--- config.mk ---
export PLATFORM = sky130hd
export DESIGN_NAME = stream_max_pool_2d
export DESIGN_NICKNAME = d
export VERILOG_FILES = /design/src/rtl/core/smp_pkg.sv /design/src/rtl/core/smp_addr_gen.sv /design/src/rtl/core/smp_max_store.sv /design/src/rtl/core/stream_max_pool_2d.sv
export SDC_FILE = /design/constraint.sdc
export NUM_CORES = 2
export LEC_CHECK = 0
export ABC_AREA = 1
export BUFFER_PORTS_ARGS = -buffer_cell sky130_fd_sc_hd__buf_2
export CAP_MARGIN = 20
export CORE_MARGIN = 3
export CORE_UTILIZATION = 45
export DETAILED_ROUTE_END_ITERATION = 12
export PLACE_DENSITY = 0.69
export SKIP_LAST_GASP = 1
export SLEW_MARGIN = 30
export SYNTH_ARGS = -nofsm -noshare
export SYNTH_HDL_FRONTEND = slang
export SYNTH_SLANG_ARGS = --single-unit
--- constraint.sdc ---
create_clock -name clock -period 4.5 [get_ports clock]
set_clock_uncertainty 0.15 [all_clocks]
set_input_delay 0.45 -clock clock [delete_from_list [all_inputs] [get_ports clock]]
set_output_delay 0.45 -clock clock [all_outputs]
set_load 0.01 [all_outputs]
--- src/rtl/core/smp_pkg.sv ---
// Shared types and constants for the streaming 2-D max pooling block.
// Used by smp_addr_gen, smp_max_store and stream_max_pool_2d.
// No dependencies.
package smp_pkg;

   // Feature map geometry
   localparam int IN_SIZE    = 24;
   localparam int OUT_SIZE   = 12;
   localparam int KERNEL     = 2;
   localparam int CHANNELS   = 8;
   localparam int DATA_WIDTH = 24;

   localparam int STORE_DEPTH = OUT_SIZE * CHANNELS;
   localparam int POOL_SPAN   = OUT_SIZE * KERNEL;

   // Counter and address widths
   localparam int ROW_W = (IN_SIZE > 1) ? $clog2(IN_SIZE) : 1;
   localparam int CH_W  = (CHANNELS > 1) ? $clog2(CHANNELS) : 1;
   localparam int K_W   = (KERNEL > 1) ? $clog2(KERNEL) : 1;
   localparam int OC_W  = (OUT_SIZE > 1) ? $clog2(OUT_SIZE) : 1;
   localparam int IDX_W = (STORE_DEPTH > 1) ? $clog2(STORE_DEPTH) : 1;

   // Per-sample operation decoded from the position counters
   typedef struct packed {
      logic             keep;   // inside the pooled area
      logic             first;  // first sample of its window
      logic             last;   // last sample of its window
      logic [IDX_W-1:0] idx;    // row store entry
   } op_type;

   // Status of the read-modify-write stage towards the output register
   typedef struct packed {
      logic valid;  // stage holds a transaction
      logic emit;   // transaction produces a pooled value
   } st_type;

endpackage

--- src/rtl/core/smp_addr_gen.sv ---
// Position counters for the incoming sample stream; decodes window flags
// and the row store index. Depends on smp_pkg.
module smp_addr_gen (
   input  logic           clock,
   input  logic           reset,
   input  logic           step,
   output smp_pkg::op_type op
);
   import smp_pkg::*;

   logic [ROW_W-1:0] row_ff, row_in;
   logic [ROW_W-1:0] col_ff, col_in;
   logic [CH_W-1:0]  channel_ff, channel_in;
   logic [K_W-1:0]   krow_ff, krow_in;
   logic [K_W-1:0]   kcol_ff, kcol_in;
   logic [OC_W-1:0]  ocol_ff, ocol_in;

   logic ch_last, col_last, row_last, kcol_last, krow_last;

   assign ch_last   = (channel_ff == CH_W'(CHANNELS - 1));
   assign col_last  = (col_ff == ROW_W'(IN_SIZE - 1));
   assign row_last  = (row_ff == ROW_W'(IN_SIZE - 1));
   assign kcol_last = (kcol_ff == K_W'(KERNEL - 1));
   assign krow_last = (krow_ff == K_W'(KERNEL - 1));

   // Next position: channel, then column, then row
   always_comb begin
      channel_in = channel_ff;
      col_in     = col_ff;
      row_in     = row_ff;
      kcol_in    = kcol_ff;
      krow_in    = krow_ff;
      ocol_in    = ocol_ff;
      if (step) begin
         channel_in = ch_last ? '0 : channel_ff + 1'b1;
         if (ch_last) begin
            col_in  = col_last ? '0 : col_ff + 1'b1;
            kcol_in = (col_last || kcol_last) ? '0 : kcol_ff + 1'b1;
            if (col_last) begin
               ocol_in = '0;
            end else if (kcol_last && (ocol_ff != OC_W'(OUT_SIZE - 1))) begin
               ocol_in = ocol_ff + 1'b1;
            end
            if (col_last) begin
               row_in  = row_last ? '0 : row_ff + 1'b1;
               krow_in = (row_last || krow_last) ? '0 : krow_ff + 1'b1;
            end
         end
      end
   end

   always_ff @(posedge clock) begin
      if (reset) begin
         row_ff     <= '0;
         col_ff     <= '0;
         channel_ff <= '0;
         krow_ff    <= '0;
         kcol_ff    <= '0;
         ocol_ff    <= '0;
      end else begin
         row_ff     <= row_in;
         col_ff     <= col_in;
         channel_ff <= channel_in;
         krow_ff    <= krow_in;
         kcol_ff    <= kcol_in;
         ocol_ff    <= ocol_in;
      end
   end

   // Decode of the current position
   always_comb begin
      op.keep  = (32'(row_ff) < 32'(POOL_SPAN)) && (32'(col_ff) < 32'(POOL_SPAN));
      op.first = (krow_ff == '0) && (kcol_ff == '0);
      op.last  = krow_last && kcol_last;
      op.idx   = IDX_W'(32'(ocol_ff) * 32'(CHANNELS) + 32'(channel_ff));
   end

endmodule

--- src/rtl/core/smp_max_store.sv ---
// Row store of running window maxima with its read-modify-write stage.
// Read on accept, compare and write back when the stage advances. Depends on smp_pkg.
module smp_max_store (
   input  logic                               clock,
   input  logic                               reset,
   input  logic                               in_accept,
   input  smp_pkg::op_type                    in_op,
   input  logic signed [smp_pkg::DATA_WIDTH-1:0] in_sample,
   input  logic                               advance,
   output smp_pkg::st_type                    status,
   output logic signed [smp_pkg::DATA_WIDTH-1:0] result
);
   import smp_pkg::*;

   logic [DATA_WIDTH-1:0] store_mem [STORE_DEPTH];

   logic                         s1_valid_ff;
   op_type                       op_ff;
   logic signed [DATA_WIDTH-1:0] sample_ff;
   logic [DATA_WIDTH-1:0]        rdata_ff;

   // Last write, forwarded to a read that raced it
   logic                  wr_valid_ff;
   logic [IDX_W-1:0]      wr_idx_ff;
   logic [DATA_WIDTH-1:0] wr_data_ff;

   logic signed [DATA_WIDTH-1:0] cur;
   logic signed [DATA_WIDTH-1:0] new_max;
   logic                         do_write;

   // Synchronous read port
   always_ff @(posedge clock) begin
      if (in_accept) begin
         rdata_ff <= store_mem[in_op.idx];
      end
   end

   // Write port
   always_ff @(posedge clock) begin
      if (do_write) begin
         store_mem[op_ff.idx] <= new_max;
      end
   end

   // Stage register
   always_ff @(posedge clock) begin
      if (reset) begin
         s1_valid_ff <= 1'b0;
      end else if (in_accept) begin
         s1_valid_ff <= 1'b1;
      end else if (advance) begin
         s1_valid_ff <= 1'b0;
      end
   end

   always_ff @(posedge clock) begin
      if (in_accept) begin
         op_ff     <= in_op;
         sample_ff <= in_sample;
      end
   end

   always_ff @(posedge clock) begin
      if (reset) begin
         wr_valid_ff <= 1'b0;
      end else if (do_write) begin
         wr_valid_ff <= 1'b1;
      end
   end

   always_ff @(posedge clock) begin
      if (do_write) begin
         wr_idx_ff  <= op_ff.idx;
         wr_data_ff <= new_max;
      end
   end

   // Compare with forwarding from the latest write
   always_comb begin
      cur      = (wr_valid_ff && (wr_idx_ff == op_ff.idx)) ? wr_data_ff : rdata_ff;
      new_max  = (op_ff.first || (sample_ff > cur)) ? sample_ff : cur;
      do_write = advance && op_ff.keep;
   end

   assign status.valid = s1_valid_ff;
   assign status.emit  = op_ff.keep && op_ff.last;
   assign result       = new_max;

   a_adv_needs_valid: assert property (@(posedge clock) disable iff (reset)
      advance |-> s1_valid_ff)
      else $error("stage advanced while empty");

   a_no_overrun: assert property (@(posedge clock) disable iff (reset)
      (in_accept && s1_valid_ff) |-> advance)
      else $error("new transaction overwrote a held one");

   a_fwd_tracks_write: assert property (@(posedge clock) disable iff (reset)
      do_write |=> (wr_valid_ff && (wr_idx_ff == $past(op_ff.idx))))
      else $error("forwarding register missed a write");

   a_first_overwrites: assert property (@(posedge clock) disable iff (reset)
      (s1_valid_ff && op_ff.first) |-> (result == sample_ff))
      else $error("first sample of a window did not overwrite the entry");

endmodule

--- src/rtl/core/stream_max_pool_2d.sv ---
// Streaming 2-D max pooling, top level with the output register.
// Depends on smp_pkg, smp_addr_gen and smp_max_store.
//
// Usage:
//   req_ carries one signed sample per transaction in row, column, channel
//   order; rsp_ carries one pooled maximum per completed window, in the
//   order the windows complete (channel order within an output column).
//   A transaction moves when valid is high and stall is low.
// Path: a pooled value reaches rsp_ through the read-modify-write stage register
//   and then the output register, after the transaction carrying the last sample of its window.
// Throughput: one sample per cycle while req_stall is low. The row store is read as a
//   sample is taken and written back when the stage advances; a same-entry read that races the
//   write is served from a forwarding register, so back-to-back samples of
//   one window never wait.
// Reset: clears the position counters and the pipeline valids; the row store
//   is not cleared, since every entry is overwritten by the first sample of
//   its window before it is used. The first sample after reset is row 0,
//   column 0, channel 0.
// Stall: while rsp_stall holds a result, transactions keep passing the read stage until one
//   that completes a window reaches it; req_stall rises only when that stage holds a result too.
module stream_max_pool_2d (
   input  logic                                  clock,
   input  logic                                  reset,
   input  logic                                  req_valid,
   output logic                                  req_stall,
   input  logic signed [smp_pkg::DATA_WIDTH-1:0] req_sample,
   output logic                                  rsp_valid,
   input  logic                                  rsp_stall,
   output logic signed [smp_pkg::DATA_WIDTH-1:0] rsp_pooled_value
);
   import smp_pkg::*;

   op_type                       op;
   st_type                       st;
   logic signed [DATA_WIDTH-1:0] result;

   logic                         rsp_valid_ff;
   logic signed [DATA_WIDTH-1:0] rsp_value_ff;

   logic rsp_free, s1_advance, req_accept;

   // Handshake
   always_comb begin
      rsp_free   = !rsp_valid_ff || !rsp_stall;
      s1_advance = st.valid && (!st.emit || rsp_free);
      req_stall  = st.valid && !s1_advance;
      req_accept = req_valid && !req_stall;
   end

   smp_addr_gen u_addr_gen (
      .clock (clock),
      .reset (reset),
      .step  (req_accept),
      .op    (op)
   );

   smp_max_store u_max_store (
      .clock     (clock),
      .reset     (reset),
      .in_accept (req_accept),
      .in_op     (op),
      .in_sample (req_sample),
      .advance   (s1_advance),
      .status    (st),
      .result    (result)
   );

   // Output register
   always_ff @(posedge clock) begin
      if (reset) begin
         rsp_valid_ff <= 1'b0;
      end else if (s1_advance && st.emit) begin
         rsp_valid_ff <= 1'b1;
      end else if (!rsp_stall) begin
         rsp_valid_ff <= 1'b0;
      end
   end

   always_ff @(posedge clock) begin
      if (s1_advance && st.emit) begin
         rsp_value_ff <= result;
      end
   end

   assign rsp_valid        = rsp_valid_ff;
   assign rsp_pooled_value = rsp_value_ff;

endmodule

==> run summary <==
The flow ran to the end, and the final reports show no timing, DRC or antenna violations. The source of the worst register-to-register timing path is u_max_store.op_ff[6]. The tree is rooted in a clkbuf_16. The arithmetic-cell share of the synthesized area counting full adders, half adders and majority gates was 0.00369.

The mapped netlist covers 98,400 sq um. The wire-length estimate of the detail-placed layout is 159,000 um. The beginning of the critical path was u_max_store.op_ff[6]. After detailed placement, the total cell area comes to 104,000 sq um.

Part of the Yosys area used for sequential elements: 0.742. The Yosys step of the flow raised 0 warnings. Static timing analysis puts the maximum clock frequency at 242 MHz. The xor and xnor fraction of the mapped netlist area is 0.000445, and the max-slew violation count is 0. TritonCTS created 227 clock buffers. The number of cells on the worst reg-to-reg path is 24.

After synthesis, the largest family of logic cells by area is simple AND/OR/NAND/NOR gates. Synthesis inferred 2,439 register bits. From synthesis to final layout, the design area changed by 12.9%. The clock-pin transition on the worst setup and hold timing paths is 70 ps. For the post-layout net count, the log shows 8,304. The total overflow left after global routing is 0. From bottom edge to top edge, the die measures 474 um. The fraction of the core area covered by cells at the end of the flow was 0.511; the number of antenna violations at the first check in global routing was 10.

For this design the static power due to leakage is 39.0 nW. The routed design could run at a clock period as short as 4140 ps. In this run the post-CTS setup repair buffer count came out at 0. After the flow finishes, the layout carries non-filler instances totaling 11,300.

The worst register-to-register path has a setup slack of 360 ps. The clock drives 2,439 sinks. The async set-reset flop share out of synthesis is 0. The initial standard-cell utilization of the core was 0.453; the cell-internal power was 36.9 mW. The fraction of layout instances using a drive strength above 1 came out at 0.0972.

In this run the horizontal extent of the chip is 474 um. The mean cell area of the mapped netlist was 12.1 sq um; the number of max-capacitance violations reported was 0. With fillers left out, the area of the finished cells amounts to 111,000 sq um.

The filler cells instantiated in the layout total 18,100. For this block, the routed nets add up to 298,000 um of wire. Entering global routing, the biggest net connects 181 pins. Number of cell rows: 171. The number of nets handed over by synthesis was 8,192. The worst setup path is captured at a register. The fraction of post-synthesis cell area in the top cell type by area was 0.737.

The transition time of the tightest slew-check pin works out to 1020 ps. For the number of global-route vias before repair, the log shows 62,900. In this run the count of I/O pins placed on the die edge is 54.

Yosys mapped a number of flops with a built-in enable equal to 2,417. The run gives 0.318 as the worst max-slew margin expressed relative to the limit. The tools report the endpoint of the worst-slack reg-to-reg timing path as u_max_store.store_mem[81][5]. Data arrives at the worst endpoint at 4650 ps.

After technology mapping, the gate count stands at 8,135. The tools report the number of design-rule violations left by the first detailed-router iteration as 10,100. The largest total area in the synthesized netlist belongs to edfxtp_1.

The run gives 0 ps as the final setup TNS. The total of cells resized after clock tree synthesis is 0, and the count of unique library cells instantiated by Yosys is 36. Setup repair after global routing left no endpoint under its margin. The number of iterations in the first detailed-routing pass came out at 6. No sink is reached through more buffers than the 3 on the longest clock path.

TritonCTS built the clock tree. The net switching power is 11.5 mW, and the fraction of the mapped netlist area in compound gates is 0.0379. The kind of critical path is register to register. Once placement completed, the tool counted placed cells totaling 10,800. The area fraction in and, or, nand and nor cells after synthesis was 0.185.

In this run the number of H-tree levels came out at 4. The type of origin of the critical path was a register. The total count of hold-check failures in the final report is 0.

Fraction of power consumed by combinational cells: 0.086. The fraction of power spent switching nets is 0.238, and the post-route antenna net violation count is 0. Area enclosed by the die boundary: 224,000 sq um. The logs give 0 for the DRC violations left and 890 ps for the clock network latency to the later pin of the worst-skew pair. The tools report the required time of the critical path as 5010 ps. Following the worst setup path forward leads to its endpoint at u_max_store.store_mem[81][5]. The total track usage was 0.261. Number of vias in the routed layout: 67,400.

In the post-synthesis netlist, the biggest area contributors are edfxtp_1 (74%), nand2_1 (9.4%), nand3_1 (7.0%). The region available for standard cell placement spans 217,000 sq um. The path class of the tightest hold or removal check is primary input to register. The total of endpoints with negative setup slack in the final report is 0, and the count of buffers from port buffering is 53. The first global-routing pass estimated 430,000 um of wire. The post-detailed-route via-to-cell ratio came out at 5.98. The design draws 48.4 mW.

In the final routed layout, each cell accounts on average for 26.5 um. Weighted congestion at the end of routability-driven global placement: 0.908. The share of total power in the clock network came out at 0.389. The final worst-path cycle share is 0.920. Across the VDD grid, the largest voltage drop is 416 uV. For this design the ratio of total power to cell area is 435 nW/um^2. The dominant synthesized flop cell was edfxtp_1. The tools report the part of the power in registers as 0.525.

The proportion of synthesized area in mux cells was 0; the maximum net fanout on the critical path was 33.
## how the worst min path moves through the flow
| stage | end | startpoint | depth (start not counted) |
|---|---|---|---|
| floorplan | u_max_store.op_ff[6] | u_addr_gen.ocol_ff[3] | 0 |
| global placement | u_addr_gen.col_ff[2] | u_addr_gen.col_ff[2] | 2 |
| detailed placement | u_max_store.wr_valid_ff | u_max_store.wr_valid_ff | 2 |
| CTS | u_max_store.sample_ff[6] | req_sample[6] | 2 |
| global route | u_max_store.sample_ff[21] | req_sample[21] | 2 |
| finish | u_max_store.sample_ff[22] | req_sample[22] | 2 |
## cell usage after synthesis (2+ instances only)
cell type	instances
nand3_1	1371
nand2_1	2466
buf_6	30
nor3_1	10
xor2_1	3
edfxtp_1	2417
xnor2_1	2
clkinv_1	3
a211oi_1	6
a21oi_1	60
inv_2	4
ha_1	29
o21ai_0	358
nor2_1	516
nor2_2	2
o221ai_1	23
nand4_1	12
o21a_1	4
buf_4	72
o21ai_1	54
o22ai_1	170
or2_2	2
buf_1	48
inv_1	69
dfxtp_1	22
a21o_1	2
buf_2	208
clkbuf_1	164
## placed cells by master (no fill, tap or decap), drive strengths merged, types with 2 or more instances in the layout
master / count
clkinvlp: 4
o21a: 4
nand4: 12
dlygate4sd3: 30
diode: 4
nand3: 1371
a21o: 2
clkbuf: 287
inv: 77
a21oi: 60
o21ai: 412
buf: 377
nor3: 10
o221ai: 23
or2: 3
clkinv: 98
dfxtp: 22
nand2: 2467
nor2: 518
xor2: 3
ha: 29
a211oi: 6
bufinv: 19
o22ai: 170
xnor2: 2
edfxtp: 2417
## through the flow
step | worst slack [ps] | hold slack, ps
4_1_cts | 479 | 70.4
6_report | 360 | 138
2_1_floorplan | 82.3 | 253
3_3_place_gp | 459 | 312
5_1_grt | 35.4 | 131
3_5_place_dp | 526 | 327
## critical path, stage by stage, from the launching register on
cell and delay [ps]:
edfxtp_1 470, xnor2_1 200, nand3_1 90, nor3_1 210
nand2_1 150, inv_1 130, buf_12 180, nand2_1 70
nand2_1 80, inv_1 50, ha_1 290, nand2_1 80
nor2_1 200, nand4_1 110, nor2_1 140, nand2_1 90
nand3_1 70, nand2_1 50, nand2_1 60, nand2_2 60
nand2_1 100, buf_12 190, nand2_1 110, nand2_4 160
buf_4 370
## final cells by class
| type | instances | area (sq um) | area share |
|---|---|---|---|
| Timing Repair Buffer | 407 | 4150 | 0.0373 |
| Clock buffer | 287 | 5950 | 0.0535 |
| Antenna cell | 4 | 10.0 | 0.0000901 |
| Tap cell | 2854 | 3570 | 0.0321 |
| Clock inverter | 121 | 1290 | 0.0116 |
| Sequential cell | 2439 | 73000 | 0.657 |
| Inverter | 77 | 332 | 0.00298 |
| Multi-Input combinational cell | 5095 | 22800 | 0.205 |
## flip-flops by register name, summed over array words and instances, names as in the netlist
register and flops:
u_max_store.wr_valid_ff 1, u_addr_gen.row_ff 5, u_max_store.op_ff 10, u_addr_gen.kcol_ff 1, u_max_store.wr_data_ff 24, u_addr_gen.krow_ff 1
u_addr_gen.ocol_ff 4, u_max_store.s1_valid_ff 1, rsp_pooled_value 24, u_max_store.sample_ff 24, u_max_store.rdata_ff 24, u_addr_gen.col_ff 5
u_max_store.store_mem 2304, rsp_valid 1, u_max_store.wr_idx_ff 7, u_addr_gen.channel_ff 3
## power by group through the flow
| stage | sequential, mW | combinational, mW | clock [mW] |
|---|---|---|---|
| 3_3_place_gp | 25.9 | 3.99 | 0 |
| 3_5_place_dp | 25.8 | 4.06 | 0 |
| 5_1_grt | 25.4 | 4.50 | 19.9 |
| 2_1_floorplan | 25.8 | 2.50 | 0 |
| 6_report | 25.4 | 4.15 | 18.8 |
| 4_1_cts | 25.4 | 4.10 | 19.0 |
## layer usage
layer  vias up  track usage  wire (um)  share of wire
met5         -            0          0              0
met4         0        0.117      14200          0.048
met3       770       0.0591      38600           0.13
met2      4715        0.393     133000           0.45
met1     32800        0.363     113000           0.38
li1      29100            -          -              -
## cells by family after synthesis
logic type / count (synthesis)
buffers and inverters: 601
xor gates and xnor gates: 5
DFF: 2439
AOI/OAI and AO/OA: 679
and+or+nand+nor: 4382
adders and majority gates: 29
## what timing repair did
action	CTS	global route
setup endpoints to repair	0	0
hold buffers	30	0
hold endpoints to repair	34	0
Power figures use the tool's default switching activity.
